File: config.mk
export PLATFORM = sky130hd
export DESIGN_NAME = column_aggregate_unit
export DESIGN_NICKNAME = d
export VERILOG_FILES = /design/src/hw/rtl/cau_pkg.sv /design/src/hw/rtl/cau_ctrl.sv /design/src/hw/rtl/cau_datapath.sv /design/src/hw/rtl/column_aggregate_unit.sv
export SDC_FILE = /design/constraint.sdc
export NUM_CORES = 1
export LEC_CHECK = 0
export BUFFER_PORTS_ARGS = -buffer_cell sky130_fd_sc_hd__buf_2
export CAP_MARGIN = 10
export CORE_ASPECT_RATIO = 0.7
export CORE_MARGIN = 5
export CORE_UTILIZATION = 51
export DETAILED_ROUTE_END_ITERATION = 12
export PLACE_DENSITY_LB_ADDON = 0.08
export SETUP_SLACK_MARGIN = 0.3
export SLEW_MARGIN = 0
export SYNTH_ARGS = -nofsm -noshare
export SYNTH_HDL_FRONTEND = slang
export SYNTH_SLANG_ARGS = --single-unit
File: constraint.sdc
create_clock -name clk_i -period 6.5 [get_ports clk_i]
set_clock_uncertainty 0.15 [all_clocks]
set_input_delay 1.3 -clock clk_i [delete_from_list [all_inputs] [get_ports clk_i]]
set_output_delay 1.3 -clock clk_i [all_outputs]
set_load 0.01 [all_outputs]
File: src/hw/rtl/cau_pkg.sv
// Shared types and constants for the column aggregate unit.
// Holds the row and result word formats, function and column-kind codes,
// and the command/status bundles between controller and datapath.
`default_nettype none

package cau_pkg;

  localparam int unsigned ValueW   = 64;
  localparam int unsigned FnW      = 3;
  localparam int unsigned KindW    = 2;
  localparam int unsigned CfgIdxW  = 2;
  localparam int unsigned CfgDataW = 3;

  localparam logic [ValueW-1:0] SignBit = {1'b1, {(ValueW-1){1'b0}}};
  localparam logic [ValueW-1:0] MaxVal  = {1'b0, {(ValueW-1){1'b1}}};
  localparam logic [ValueW-1:0] MinVal  = SignBit;

  // Configuration register indexes
  localparam logic [CfgIdxW-1:0] CFG_FUNCTION = 2'd0;
  localparam logic [CfgIdxW-1:0] CFG_KIND     = 2'd1;

  typedef enum logic [FnW-1:0] {
    FN_COUNT = 3'd0,
    FN_SUM   = 3'd1,
    FN_AVG   = 3'd2,
    FN_MIN   = 3'd3,
    FN_MAX   = 3'd4
  } fn_e;

  typedef enum logic [KindW-1:0] {
    KIND_INT  = 2'd0,
    KIND_REAL = 2'd1,
    KIND_DATE = 2'd2
  } kind_e;

  typedef struct packed {
    logic signed [ValueW-1:0] row_value;
    logic                     last_row;
  } in_word_t;

  typedef struct packed {
    logic signed [ValueW-1:0] aggregate_value;
    logic [KindW-1:0]         value_format;
    logic                     overflow;
  } out_word_t;

  // Controller to datapath
  typedef struct packed {
    logic row_upd;
    logic out_load;
    logic div_load;
    logic div_prep;
    logic div_step;
    logic div_finish;
  } cmd_t;

  // Datapath to controller
  typedef struct packed {
    logic div_needed;
    logic div_busy;
  } status_t;

endpackage

`default_nettype wire

File: src/hw/rtl/cau_ctrl.sv
// Controller of the column aggregate unit: row acceptance, divide sequencing
// and the valid flag of the result register. Uses cau_pkg.
`default_nettype none

module cau_ctrl (
  input  wire logic            clk_i,
  input  wire logic            rst_ni,
  input  wire logic            in_valid_i,
  input  wire logic            in_last_i,
  output logic                 in_ready_o,
  input  wire logic            out_ready_i,
  output logic                 out_valid_o,
  input  wire cau_pkg::status_t status_i,
  output cau_pkg::cmd_t        cmd_o
);
  import cau_pkg::*;

  typedef enum logic [2:0] {
    ST_ROWS = 3'b001,
    ST_PREP = 3'b010,
    ST_DIV  = 3'b100
  } state_e;

  state_e state_q, state_d;
  logic   out_valid_q, out_valid_d;
  logic   out_free;
  logic   accept;

  // A last row needs the result register free by the time it loads
  assign out_free   = !out_valid_q || out_ready_i;
  assign in_ready_o = (state_q == ST_ROWS) && (!in_last_i || out_free);
  assign accept     = in_valid_i && in_ready_o;

  // Sequence rows, then the divide for an average
  always_comb begin
    state_d = state_q;
    cmd_o   = '0;
    case (state_q)
      ST_ROWS: begin
        cmd_o.row_upd = accept;
        if (accept && in_last_i) begin
          if (status_i.div_needed) begin
            cmd_o.div_load = 1'b1;
            state_d        = ST_PREP;
          end else begin
            cmd_o.out_load = 1'b1;
          end
        end
      end
      ST_PREP: begin
        cmd_o.div_prep = 1'b1;
        state_d        = ST_DIV;
      end
      ST_DIV: begin
        if (status_i.div_busy) begin
          cmd_o.div_step = 1'b1;
        end else begin
          cmd_o.div_finish = 1'b1;
          state_d          = ST_ROWS;
        end
      end
      default: begin
        state_d = ST_ROWS;
      end
    endcase
  end

  // Drop valid when taken, raise it on a new result
  always_comb begin
    out_valid_d = out_valid_q && !out_ready_i;
    if (cmd_o.out_load || cmd_o.div_finish) begin
      out_valid_d = 1'b1;
    end
  end

  always_ff @(posedge clk_i or negedge rst_ni) begin
    if (!rst_ni) begin
      state_q     <= ST_ROWS;
      out_valid_q <= 1'b0;
    end else begin
      state_q     <= state_d;
      out_valid_q <= out_valid_d;
    end
  end

  assign out_valid_o = out_valid_q;

endmodule

`default_nettype wire

File: src/hw/rtl/cau_datapath.sv
// Datapath of the column aggregate unit: configuration registers, per-row
// count/sum/extreme update, restoring divider for the average and the
// result register. Uses cau_pkg.
`default_nettype none

module cau_datapath #(
  parameter int unsigned COUNT_BITS    = 32,
  parameter int unsigned FRACTION_BITS = 32
) (
  input  wire logic                           clk_i,
  input  wire logic                           rst_ni,
  input  wire logic                           cfg_valid_i,
  input  wire logic [cau_pkg::CfgIdxW-1:0]    cfg_index_i,
  input  wire logic [cau_pkg::CfgDataW-1:0]   cfg_data_i,
  input  wire cau_pkg::in_word_t              row_i,
  input  wire cau_pkg::cmd_t                  cmd_i,
  output cau_pkg::status_t                    status_o,
  output cau_pkg::out_word_t                  out_data_o
);
  import cau_pkg::*;

  localparam int unsigned DivW  = ValueW + FRACTION_BITS;
  localparam int unsigned StepW = $clog2(DivW + 1);
  localparam logic [StepW-1:0] IntSteps  = StepW'(DivW);
  localparam logic [StepW-1:0] RealSteps = StepW'(ValueW);

  // Configuration
  logic [FnW-1:0]   fn_q;
  logic [KindW-1:0] kind_q;
  fn_e              fn_eff;
  kind_e            kind_eff;

  // Table state
  logic [ValueW-1:0]     tot_q, tot_nx;
  logic [COUNT_BITS-1:0] cnt_q, cnt_nx;
  logic [ValueW-1:0]     ext_q, ext_nx;
  logic                  seen_q, seen_nx;
  logic                  ovf_q, ovf_nx;

  logic [ValueW-1:0] v;
  logic [ValueW-1:0] sum_raw;
  logic              add_en, add_sat, cnt_full;
  logic              minmax, take, less, greater;

  out_word_t direct_res, div_res;
  out_word_t out_q;

  // Divider
  logic [DivW-1:0]       num_q;
  logic [COUNT_BITS-1:0] den_q, rem_q;
  logic [ValueW-1:0]     quo_q;
  logic                  big_q, neg_q, dovf_q;
  logic [StepW-1:0]      steps_q;
  logic [COUNT_BITS:0]   rem_sh, rem_diff;
  logic                  rem_ge;
  logic [ValueW-1:0]     num_top, num_mag;
  logic                  q_sat;

  // Write configuration; unknown indexes are dropped
  always_ff @(posedge clk_i or negedge rst_ni) begin
    if (!rst_ni) begin
      fn_q   <= FN_COUNT;
      kind_q <= KIND_INT;
    end else if (cfg_valid_i) begin
      if (cfg_index_i == CFG_FUNCTION) begin
        fn_q <= cfg_data_i;
      end else if (cfg_index_i == CFG_KIND) begin
        kind_q <= cfg_data_i[KindW-1:0];
      end
    end
  end

  // Map unused codes: function acts as count, kind as integer
  always_comb begin
    case (fn_q)
      FN_SUM:  fn_eff = FN_SUM;
      FN_AVG:  fn_eff = FN_AVG;
      FN_MIN:  fn_eff = FN_MIN;
      FN_MAX:  fn_eff = FN_MAX;
      default: fn_eff = FN_COUNT;
    endcase
    case (kind_q)
      KIND_REAL: kind_eff = KIND_REAL;
      KIND_DATE: kind_eff = KIND_DATE;
      default:   kind_eff = KIND_INT;
    endcase
  end

  assign v = row_i.row_value;

  // Saturating row count
  assign cnt_full = &cnt_q;
  assign cnt_nx   = cnt_full ? cnt_q : cnt_q + 1'b1;

  // Saturating running total
  assign add_en  = ((fn_eff == FN_SUM) || (fn_eff == FN_AVG)) && (kind_eff != KIND_DATE);
  assign sum_raw = tot_q + v;
  assign add_sat = add_en && (tot_q[ValueW-1] == v[ValueW-1])
                   && (sum_raw[ValueW-1] != tot_q[ValueW-1]);
  always_comb begin
    if (!add_en) begin
      tot_nx = tot_q;
    end else if (add_sat) begin
      tot_nx = tot_q[ValueW-1] ? MinVal : MaxVal;
    end else begin
      tot_nx = sum_raw;
    end
  end
  assign ovf_nx = ovf_q || cnt_full || add_sat;

  // Track minimum or maximum; datetime keys compare unsigned
  assign minmax  = (fn_eff == FN_MIN) || (fn_eff == FN_MAX);
  assign less    = (kind_eff == KIND_DATE) ? (v < ext_q) : ($signed(v) < $signed(ext_q));
  assign greater = (kind_eff == KIND_DATE) ? (v > ext_q) : ($signed(v) > $signed(ext_q));
  assign take    = !seen_q || ((fn_eff == FN_MIN) ? less : greater);
  assign ext_nx  = (minmax && take) ? v : ext_q;
  assign seen_nx = seen_q || minmax;

  // Update table state; clear it after the last row
  always_ff @(posedge clk_i or negedge rst_ni) begin
    if (!rst_ni) begin
      tot_q  <= '0;
      cnt_q  <= '0;
      ext_q  <= '0;
      seen_q <= 1'b0;
      ovf_q  <= 1'b0;
    end else if (cmd_i.row_upd) begin
      if (row_i.last_row) begin
        tot_q  <= '0;
        cnt_q  <= '0;
        ext_q  <= '0;
        seen_q <= 1'b0;
        ovf_q  <= 1'b0;
      end else begin
        tot_q  <= tot_nx;
        cnt_q  <= cnt_nx;
        ext_q  <= ext_nx;
        seen_q <= seen_nx;
        ovf_q  <= ovf_nx;
      end
    end
  end

  // Result that needs no divide
  always_comb begin
    direct_res = '0;
    case (fn_eff)
      FN_SUM: begin
        if (kind_eff != KIND_DATE) begin
          direct_res.aggregate_value = tot_nx;
          direct_res.value_format    = kind_eff;
          direct_res.overflow        = ovf_nx;
        end
      end
      FN_AVG: begin
        direct_res.value_format = KIND_REAL;
      end
      FN_MIN, FN_MAX: begin
        direct_res.aggregate_value = ext_nx;
        direct_res.value_format    = kind_eff;
      end
      default: begin
        direct_res.aggregate_value = ValueW'(cnt_nx);
        direct_res.value_format    = KIND_INT;
        direct_res.overflow        = ovf_nx;
      end
    endcase
  end

  assign status_o.div_needed = (fn_eff == FN_AVG) && (kind_eff != KIND_DATE);
  assign status_o.div_busy   = (steps_q != '0);

  // Restoring divide step: one quotient bit a cycle
  assign rem_sh   = {rem_q, num_q[DivW-1]};
  assign rem_ge   = rem_sh >= {1'b0, den_q};
  assign rem_diff = rem_sh - {1'b0, den_q};
  assign num_top  = num_q[DivW-1 -: ValueW];
  assign num_mag  = neg_q ? (ValueW'(0) - num_top) : num_top;

  always_ff @(posedge clk_i) begin
    if (cmd_i.div_load) begin
      num_q   <= {tot_nx, {FRACTION_BITS{1'b0}}};
      neg_q   <= tot_nx[ValueW-1];
      den_q   <= cnt_nx;
      dovf_q  <= ovf_nx;
      rem_q   <= '0;
      quo_q   <= '0;
      big_q   <= 1'b0;
      steps_q <= (kind_eff == KIND_INT) ? IntSteps : RealSteps;
    end else if (cmd_i.div_prep) begin
      // Divide the magnitude, apply the sign at the end
      num_q[DivW-1 -: ValueW] <= num_mag;
    end else if (cmd_i.div_step) begin
      num_q   <= {num_q[DivW-2:0], 1'b0};
      rem_q   <= rem_ge ? rem_diff[COUNT_BITS-1:0] : rem_sh[COUNT_BITS-1:0];
      quo_q   <= {quo_q[ValueW-2:0], rem_ge};
      big_q   <= big_q || quo_q[ValueW-1];
      steps_q <= steps_q - 1'b1;
    end
  end

  // Sign and saturate the quotient
  assign q_sat = neg_q ? (big_q || (quo_q > SignBit)) : (big_q || quo_q[ValueW-1]);
  always_comb begin
    div_res              = '0;
    div_res.value_format = KIND_REAL;
    div_res.overflow     = dovf_q || q_sat;
    if (neg_q) begin
      div_res.aggregate_value = q_sat ? MinVal : (ValueW'(0) - quo_q);
    end else begin
      div_res.aggregate_value = q_sat ? MaxVal : quo_q;
    end
  end

  // Hold the result until it is taken
  always_ff @(posedge clk_i) begin
    if (cmd_i.out_load) begin
      out_q <= direct_res;
    end else if (cmd_i.div_finish) begin
      out_q <= div_res;
    end
  end

  assign out_data_o = out_q;

endmodule

`default_nettype wire

File: src/hw/rtl/column_aggregate_unit.sv
// Top level of the column aggregate unit: controller and datapath.
// Depends on cau_pkg, cau_ctrl and cau_datapath.
//
// Rows enter one word per cycle; each updates the row count, the saturating
// total and the running minimum or maximum. The row marked last closes the
// table and yields one result word. COUNT, SUM, MIN and MAX results, and AVG
// over a datetime column, sit in the output register in the cycle after the
// last row is taken. AVG over a numeric column loads a restoring divider,
// takes the magnitude, makes one quotient bit a cycle, then signs and
// saturates the quotient; no row is taken until it is done. A last row waits
// until the output register is free; other rows flow while an earlier result
// waits. Configuration writes are always ready.
`default_nettype none

module column_aggregate_unit #(
  parameter int unsigned COUNT_BITS    = 32,
  parameter int unsigned FRACTION_BITS = 32
) (
  input  wire logic                         clk_i,
  input  wire logic                         rst_ni,
  input  wire logic                         in_valid_i,
  output logic                              in_ready_o,
  input  wire cau_pkg::in_word_t            in_data_i,
  output logic                              out_valid_o,
  input  wire logic                         out_ready_i,
  output cau_pkg::out_word_t                out_data_o,
  input  wire logic                         cfg_valid_i,
  output logic                              cfg_ready_o,
  input  wire logic [cau_pkg::CfgIdxW-1:0]  cfg_index_i,
  input  wire logic [cau_pkg::CfgDataW-1:0] cfg_data_i
);
  import cau_pkg::*;

  cmd_t    cmd;
  status_t status;

  assign cfg_ready_o = 1'b1;

  cau_ctrl u_ctrl (
    .clk_i       (clk_i),
    .rst_ni      (rst_ni),
    .in_valid_i  (in_valid_i),
    .in_last_i   (in_data_i.last_row),
    .in_ready_o  (in_ready_o),
    .out_ready_i (out_ready_i),
    .out_valid_o (out_valid_o),
    .status_i    (status),
    .cmd_o       (cmd)
  );

  cau_datapath #(
    .COUNT_BITS    (COUNT_BITS),
    .FRACTION_BITS (FRACTION_BITS)
  ) u_datapath (
    .clk_i       (clk_i),
    .rst_ni      (rst_ni),
    .cfg_valid_i (cfg_valid_i),
    .cfg_index_i (cfg_index_i),
    .cfg_data_i  (cfg_data_i),
    .row_i       (in_data_i),
    .cmd_i       (cmd),
    .status_o    (status),
    .out_data_o  (out_data_o)
  );

endmodule

`default_nettype wire

# Word-level counts from Yosys, hierarchy flattened

Cells that the tools add are included.

Register bits after elaboration: 440
Output and inout port bits: 70
Logic and storage cells: 145

Add/sub/neg operators: 6
$lt $le $gt $ge: 6
Equality and inequality tests: 23
Mux-type cells: 48
Bitwise logic cells: 2
Reduce and logical (&&, ||, !) cells: 40

Operators with widths:

| cell                                                   | count |
|---|---|
| 2-to-1 mux 64 bit                                      | 11 |
| 2-to-1 mux 67 bit                                      | 3 |
| 2-to-1 mux 96 bit                                      | 2 |
| one-hot mux 64 bit (3 select lines)                    | 1 |
| greater-than comparator 64 bit                         | 2 |
| less-than comparator 64 bit                            | 2 |
| 2-to-1 mux 32 bit                                      | 4 |
| subtractor 1 x 64 -> 64 bit (first input constant)     | 2 |
| adder 64 bit                                           | 1 |
| greater-than comparator 64 bit (second input constant) | 1 |
| >= comparator 33 x 32 -> 1 bit                         | 1 |
| adder 32 x 1 -> 32 bit (second input constant)         | 1 |
| AND reduction 32 bit                                   | 1 |
| subtractor 32 bit                                      | 1 |
| 2-to-1 mux 7 bit                                       | 3 |
| equality test 3 x 2 -> 1 bit (second input constant)   | 5 |
| logical OR 1 bit                                       | 12 |
| 2-to-1 mux 1 bit                                       | 12 |
| 2-to-1 mux 3 bit                                       | 4 |
| one-hot mux 3 bit (4 select lines)                     | 1 |
| equality test 3 x 1 -> 1 bit (second input constant)   | 3 |
| equality test 3 bit (second input constant)            | 3 |
| logical AND 1 bit                                      | 9 |
| one-hot mux 3 bit (3 select lines)                     | 1 |
| 23 further kinds                                       | 39 |

# Logic depth before layout (Yosys ltp)

Gate-level depths: netlist of run 1.

Depth after elaboration: 12
Gate-level depth with buffers: 14

# Cells and area by module

A second synthesis of run 1 with hierarchy kept.

Cell total of the unflattened synthesis: 3401
Area total of the unflattened synthesis: 30147.7 um^2

By module, submodules not included:

| module                | instances | cells an instance | area an instance (um^2) | sequential area each (um^2) |
|---|---|---|---|---|
| cau_datapath          | 1         | 3377              | 29903.7                 | 11285.8 |
| cau_ctrl              | 1         | 22                | 232.7                   | 101.3 |
| column_aggregate_unit | 1         | 2                 | 11.3                    | 0.0 |

# Worst setup path before layout of run 1

Ideal clock, no wire load.

Path kind: register to register
Start: register u_ctrl.state_q[2]
End: register u_datapath.num_q[33] (enable)
Setup time: 0.571 ns
Data arrival time: 5.846 ns
Data required time: 5.779 ns
Slack: -0.067 ns
Cell stages (with the launch flop): 6
Path buffers: 3
Period minus slack after synthesis: 6.567 ns
Path through: dfrtp_1 or3b_2 clkbuf_1 clkbuf_1 clkbuf_1 o21ai_0

Word-level cells in the longest chain between the ends: 8
Elaborated cells on any way between the ends: 13
Those cells by class: eq/ne (4); mux (4); reduce/logical (5)

Ends and longest elaborated chain:

| what                                                                                         | line                           | text |
|---|---|---|
| start: declaration                                                                           | cau_ctrl.sv:24                 | `state_e state_q, state_d;` |
| start signal: assignment                                                                     | cau_ctrl.sv:81                 | `state_q <= state_d;` |
| equality test 3 x 1 -> 1 bit                                                                 | cau_ctrl.sv:31, cau_ctrl.sv:38 |  |
| logical AND 1 bit                                                                            | cau_ctrl.sv:31                 | `assign in_ready_o = (state_q == ST_ROWS) && (!in_last_i \|\| out_free);` |
| logical AND 1 bit                                                                            | cau_ctrl.sv:32                 | `assign accept = in_valid_i && in_ready_o;` |
| logical AND 1 bit                                                                            | cau_ctrl.sv:41                 | `if (accept && in_last_i) begin` |
| 2-to-1 mux 2 bit                                                                             | cau_ctrl.sv:41                 |  |
| 2-to-1 mux 3 bit                                                                             | cau_ctrl.sv:38                 | `case (state_q)` |
| inequality test 3 x 1 -> 1 bit (no source line) / nonzero test 3 bit (equally long branches) | -                              |  |
| AND reduction 2 bit (no source line) *                                                       | -                              |  |
| end signal: assignment                                                                       | cau_datapath.sv:182            | `num_q <= {tot_nx, {FRACTION_BITS{1'b0}}};` |
| end signal: indexed assignment                                                               | cau_datapath.sv:192            | `num_q[DivW-1 -: ValueW] <= num_mag;` |
| end signal: assignment                                                                       | cau_datapath.sv:194            | `num_q <= {num_q[DivW-2:0], 1'b0};` |
| end: declaration                                                                             | cau_datapath.sv:49             | `logic [DivW-1:0] num_q;` |

Every way passes the cells marked *; elsewhere a longest branch is shown, timed or not.
A chain may end at the register's enable or synchronous reset.

# Final worst setup path of run 1

Start: input in_data_i[6] (netlist name)
End: register u_datapath.out_q (netlist bit u_datapath.out_data_o[18]), data pin

Word-level cells in the longest chain between the ends: 8
Elaborated cells on any way between the ends: 18
Those cells by class: add/sub (1); order compare (4); eq/ne (1); mux (9); reduce/logical (3)

Ends and longest elaborated chain:

| what                                                          | line                                     | text |
|---|---|---|
| start: declaration                                            | column_aggregate_unit.sv:23              | `input wire cau_pkg::in_word_t in_data_i,` |
| adder 64 bit, or another cell as far along                    | cau_datapath.sv:97                       | `assign sum_raw = tot_q + v;` |
| inequality test 1 bit, or another cell as far along           | cau_datapath.sv:99                       | `&& (sum_raw[ValueW-1] != tot_q[ValueW-1]);` |
| logical AND 1 bit / 2-to-1 mux 1 bit (equally long branches)  | cau_datapath.sv:99, cau_datapath.sv:115  |  |
| 2-to-1 mux 64 bit / logical OR 1 bit (equally long branches)  | cau_datapath.sv:103, cau_datapath.sv:115 |  |
| 2-to-1 mux 64 bit / logical AND 1 bit (equally long branches) | cau_datapath.sv:101, cau_datapath.sv:116 |  |
| 2-to-1 mux 67 bit / 2-to-1 mux 64 bit (equally long branches) | cau_datapath.sv:149, cau_datapath.sv:116 |  |
| one-hot mux 64 bit (3 select lines) *                         | cau_datapath.sv:147                      | `case (fn_eff)` |
| 2-to-1 mux 67 bit *                                           | cau_datapath.sv:217                      | `if (cmd_i.out_load) begin` |
| end signal: assignment                                        | cau_datapath.sv:218                      | `out_q <= direct_res;` |
| end signal: assignment                                        | cau_datapath.sv:220                      | `out_q <= div_res;` |
| end: declaration                                              | cau_datapath.sv:46                       | `out_word_t out_q;` |

Marked as above.

==> impl_metrics.ini, run 1 <==
[power_and_ir_drop]
p_leak_nw = 14.0
p_per_area_mw_per_mm2 = 383
p_total_mw = 12.9
peakVddDrop_mv = 0.228

[synthesis]
synth_area_mm2 = 0.0305
synth_warnings = 0
netlist.area_leader.share_pct = 16.9
yosysMostFrequentCell = nand2_1
synth-main-ff-cell = edfxtp_1
synth_top_cell_by_area = edfxtp_1
ys_ff_latch = 440
synth_edf_count = 172
yosysSeqAreaShare_pct = 37.3
synthCells = 3638
synth_nets = 3881
synth_cell_types = 82
synth_area_leaders = edfxtp_1 (17%), dfrtp_1 (14%), ha_1 (6.8%), dfxtp_1 (6.4%), nand2_1 (5.8%)
async_reset_ff_share_pct = 38.9
avgSynthCellArea_um2 = 8.39
ys_top_cells_by_count = nand2_1 (472), a21oi_1 (302), nor2_1 (284)

[clocking]
clock_sink_count = 440
root_buffer = clkbuf_16
cts_resized = 0
cts_tree = built
clk_pin_slew_worst_paths_ns = 0.07
cts_setup_buffers = 0
clkLatencyLatePin_ns = 0.62
cts_buffers = 49
hold_buffers = 0
clk_path_buf_depth = 3
h-tree-depth = 2

[placed_design]
place_congestion = 1.06
pre_cts_ws_ns = 0.690
place_area_mm2 = 0.0322
dp.final_hpwl_um = 94400
io_buffers = 143
place_inst = 4442

[timing]
setup_ws_ns = 1.05
final.setup.tns_ns = 0
worst_pin_slew_ns = 1.27
final.min_clock_period_ns = 5.45
rsz0062_at_grt = no
finalHoldViolations = 0
relSlewSlack_pct = 15.2
hold_ws_ns = 0.335
slew_violations = 0
max_freq_ghz = 0.184
final-setup-viol-count = 0
fin_crit_sh_pct = 83.8

[die]
die_area_mm2 = 0.0649
initial_core_util_pct = 51.2
ios = 145
die_w_um = 302
coreArea_mm2 = 0.0596
num_rows = 75
die_h_um = 215

[worst_setup_path]
cp_top_family = compound AO/OA/AOI/OAI gates
end_kind = flop
cp_slowest_cell = o221ai_1
cp_data_arrival_time_ns = 5.64
crit_type = input port to flop
cpPeakStageDelay_ns = 0.68
critical_path.max_fanout = 19
critPathRequiredTime_ns = 6.70
worstPathCellList = buf_2 -> ha_1 -> o21ai_0 -> o21ba_2 -> nor3b_1 -> o41ai_1 -> buf_4 -> a211oi_1 -> a211oi_1 -> nand2b_1 -> buf_4 -> o221ai_1 -> o21a_1 -> a21oi_1
cp_num_buf_inv = 3
startpoint_type = input port

[cells_and_area]
layout.nets = 3929
post-route-util_pct = 56.6
diodes = 0
syn_to_final_growth_pct = 10.5
fin_area_mm2 = 0.0337
fin_cells = 4535
drive_gt1_share_pct = 10.7

[job]
max-cap-violations = 0

[detailed_routing]
ant_nets = 0
drtPass1Iterations = 6
drc = 0
num_vias = 30827
viasPerCell = 6.80
wl_per_cell_um = 28.0
drtIter0Drc = 4702
totalWireLength_um = 127000

[global_route]
grt_max_degree = 88
grt_use_total_pct = 37.7
grt_antenna_before_repair = 9
grt_pass1_wl_um = 187000
grt-ovfl-total = 0
grt_pass1_vias = 28143

[run_status]
status = completed

[hold_path]
min_path_type = flop to flop
[state kept, by name (all words and copies together), names as in the netlist, 3 cells and up]
signal,cells
u_ctrl.state_q,3
u_datapath.cnt_q,32
u_datapath.den_q,32
u_datapath.ext_q,64
u_datapath.fn_q,3
u_datapath.num_q,64
u_datapath.out_data_o,67
u_datapath.quo_q,64
u_datapath.rem_q,32
u_datapath.steps_q,7
u_datapath.tot_q,64
[worst min-delay path, stage by stage (launching register included)]
cell and delay, ns:
dfxtp_1 0.33, nand2_1 0.06, nand2_1 0.04
[worst paths after layout]
check / cells past startpoint / endpoint / slack, ns / start
setup / recovery: 14 / u_datapath.out_data_o[18] / 1.05 / in_data_i[6]
setup reg to reg: 12 / u_datapath.out_data_o[64] / 1.30 / u_datapath.quo_q[0]
hold reg to reg: 2 / u_datapath.quo_q[60] / 0.34 / u_datapath.quo_q[59]
min in group asynchronous: 1 / u_datapath.tot_q[4] / 0.63 / rst_ni
max in group asynchronous: 2 / u_datapath.tot_q[34] / 4.18 / rst_ni
hold / removal: 2 / u_datapath.quo_q[60] / 0.34 / u_datapath.quo_q[59]
[power breakdown]
part	leakage [nW]	internal (mW)	switching, mW
registers	4.66	3.57	0.749
logic	8.54	2.00	3.76
clock network	0.780	1.58	1.26
[cells by family after synthesis]
kind of cell             after synthesis  synth area share [%]
AND/OR/NAND/NOR                     1247                  19.0
AO/OA/AOI/OAI                       1152                  24.3
flip-flops                           440                  37.3
buffers and inverters                385                  4.79
adder cells (fa/ha/maj)              168                  6.94
XOR/XNOR                             139                  3.99
multiplexers                         106                  3.65
other                                  1                0.0123
[area by class of cell]
cell class,instances,area [um2]
Clock buffer,62,1340
Clock inverter,30,225
Fill cell,5417,25900
Inverter,161,606
Multi-Input combinational cell,2813,17800
Sequential cell,440,11400
Tap cell,808,1010
Timing Repair Buffer,221,1330
[cell usage in the layout, fill, tap and decap left out, types with 79 or more instances in the layout]
cell,n
a21oi_1,300
a22o_1,96
buf_2,142
dfrtp_1,170
dfxtp_1,97
edfxtp_1,172
ha_1,166
inv_1,159
nand2_1,470
nand3_1,141
nor2_1,281
o21ai_0,271
xnor2_1,79
[metal layers]
| metal | GRT usage, % | vias up | wire (um) |
|---|---|---|---|
| met5 | 0 | - | 51 |
| met4 | 12.8 | 8 | 4890 |
| met1 | 58.2 | 14902 | 55600 |
| li1 | - | 13513 | - |
| met2 | 48.7 | 2136 | 48000 |
| met3 | 12.6 | 268 | 18400 |
Power figures use the tool's default switching activity.
==> run 2: changes to the inputs <==
==> constraint.sdc (replaced) <==
create_clock -name clk_i -period 5.05 [get_ports clk_i]
set_clock_uncertainty 0.15 [all_clocks]
set_input_delay 1.01 -clock clk_i [delete_from_list [all_inputs] [get_ports clk_i]]
set_output_delay 1.01 -clock clk_i [all_outputs]
set_load 0.01 [all_outputs]
==> run 2 against run 1 <==
Against the previous run:
- sequential power rose by 29%
- core utilization rose by 3.1 points
- worst setup slack got worse by 0.67 ns
- critical path type unchanged
- highest routed layer is now met4
==> impl_metrics.ini, run 2 (synthesis results as in run 1) <==
[worst_setup_path]
critPathMostFrequentCell = buf_4
critPathRequiredTime_ns = 5.21
cp_data_arrival_time_ns = 4.83
cp_num_buf_inv = 3
cp_top_family = compound AO/OA/AOI/OAI gates
crit_type = input port to flop
cpPeakStageDelay_ns = 0.54
cp_slowest_cell = a21oi_1
critical_path.max_fanout = 5
startpoint_type = input port
crit_cells = 13
worstPathCellList = buf_2 -> ha_1 -> a21o_1 -> a221oi_1 -> o21ai_0 -> buf_4 -> or2_2 -> o22ai_1 -> buf_4 -> o41ai_1 -> or3_1 -> a21oi_1 -> o221ai_1
end_kind = flop
r2r_cells = 12

[clocking]
clkLatencyLatePin_ns = 0.62
clock_sink_count = 440
h-tree-depth = 2
hold_buffers = 0
root_buffer = clkbuf_16
cts_buffers = 48
clk_pin_slew_worst_paths_ns = 0.06
clk_path_buf_depth = 3
cts_tree = built

[timing]
final-setup-viol-count = 0
slew_violations = 0
hold_ws_ns = 0.192
rsz0062_at_grt = no
finalHoldViolations = 0
setup_ws_ns = 0.381
fin_crit_sh_pct = 92.4
relSlewSlack_pct = 20.7
worst_pin_slew_ns = 1.18
max_freq_ghz = 0.214
final.min_clock_period_ns = 4.67
final.setup.tns_ns = 0

[power_and_ir_drop]
p_per_area_mw_per_mm2 = 488
peakVddDrop_mv = 0.330
p_leak_nw = 15.1

[detailed_routing]
num_vias = 31097
ant_nets = 0
maxUsedRoutingLayer = met4
viasPerCell = 6.57
drt-met1-wl_um = 55700
drtIter0Drc = 4746
wl_per_cell_um = 26.2
drc = 0
totalWireLength_um = 124000
dr_wl_met3_um = 17700
drtPass1Iterations = 6
wl_met2_um = 46400

[global_route]
grt_antenna_before_repair = 1
grt_max_degree = 120
grt_pass1_vias = 28039
grt_pass1_wl_um = 183000
grt-ovfl-total = 0
grt_use_total_pct = 36.7

[cells_and_area]
post-route-util_pct = 59.7
drive_gt1_share_pct = 15.3
final_common_cell = nand2_1
syn_to_final_growth_pct = 16.5
layout.nets = 4125
fin_cells = 4731
n_fill_cell = 5317
final_cell_mix = nand2_1 (470), a21oi_1 (301), nor2_1 (281), o21ai_0 (271), buf_4 (251)
largest_reg_flops = 67

[die]
die_area_mm2 = 0.0649
num_rows = 75
die_h_um = 215
initial_core_util_pct = 51.2
die_w_um = 302
coreArea_mm2 = 0.0596
ios = 145

[placed_design]
place_inst = 4638
dp.final_hpwl_um = 94100
io_buffers = 143
pre_cts_ws_ns = -0.225
place_congestion = 1.01

[job]
max-cap-violations = 0

[run_status]
status = completed

[hold_path]
min_path_type = input port to asynchronous set/reset pin
run 2: per-layer routing:
layer	up-vias	GRT usage (%)
met5	-	0
met1	15016	58.4
li1	13888	-
met3	211	11.3
met4	0	10.9
met2	1982	46.7
run 2: timing repair:
item,4_1_cts,5_1_grt
buffers inserted,0,2
resized for setup,0,2
endpoints found under the setup margin,0,58
run 2: layout make-up:
type / instances / area [um2] / share of cell area, %
timing repair buffer: 418 / 3090 / 8.68
clock inverter: 30 / 360 / 1.01
multi-input combinational: 2813 / 17800 / 50.1
tap: 808 / 1010 / 2.84
antenna: 1 / 2.50 / 0.00703
clock buffer: 60 / 1290 / 3.62
sequential: 440 / 11400 / 32.0
inverter: 161 / 606 / 1.70
run 2: path summary, 6_finish.rpt:
check / startpoint / to / slack [ns]
setup reg to reg: u_datapath.tot_q[18] / u_datapath.out_data_o[62] / 0.52
setup / recovery: in_data_i[19] / u_datapath.out_data_o[62] / 0.38
min in group clk_i: u_datapath.quo_q[53] / u_datapath.quo_q[54] / 0.33
hold / removal: rst_ni / u_datapath.ext_q[4] / 0.19
max in group asynchronous: rst_ni / u_datapath.ext_q[57] / 3.31
hold reg to reg: u_datapath.quo_q[53] / u_datapath.quo_q[54] / 0.33
run 2: power by group:
group	internal (mW)	switching (mW)
sequential	4.60	0.981
combinational	3.10	4.89
clock	2.18	1.62
total	9.88	7.49
run 2: metrics by stage:
stage | total power [mW] | instance area (um2)
6_report | 17.4 | 35600
4_1_cts | 17.1 | 35500
3_3_place_gp | 13.1 | 33900
3_5_place_dp | 13.3 | 33900
5_1_grt | 18.2 | 35600
2_1_floorplan | 9.93 | 30500
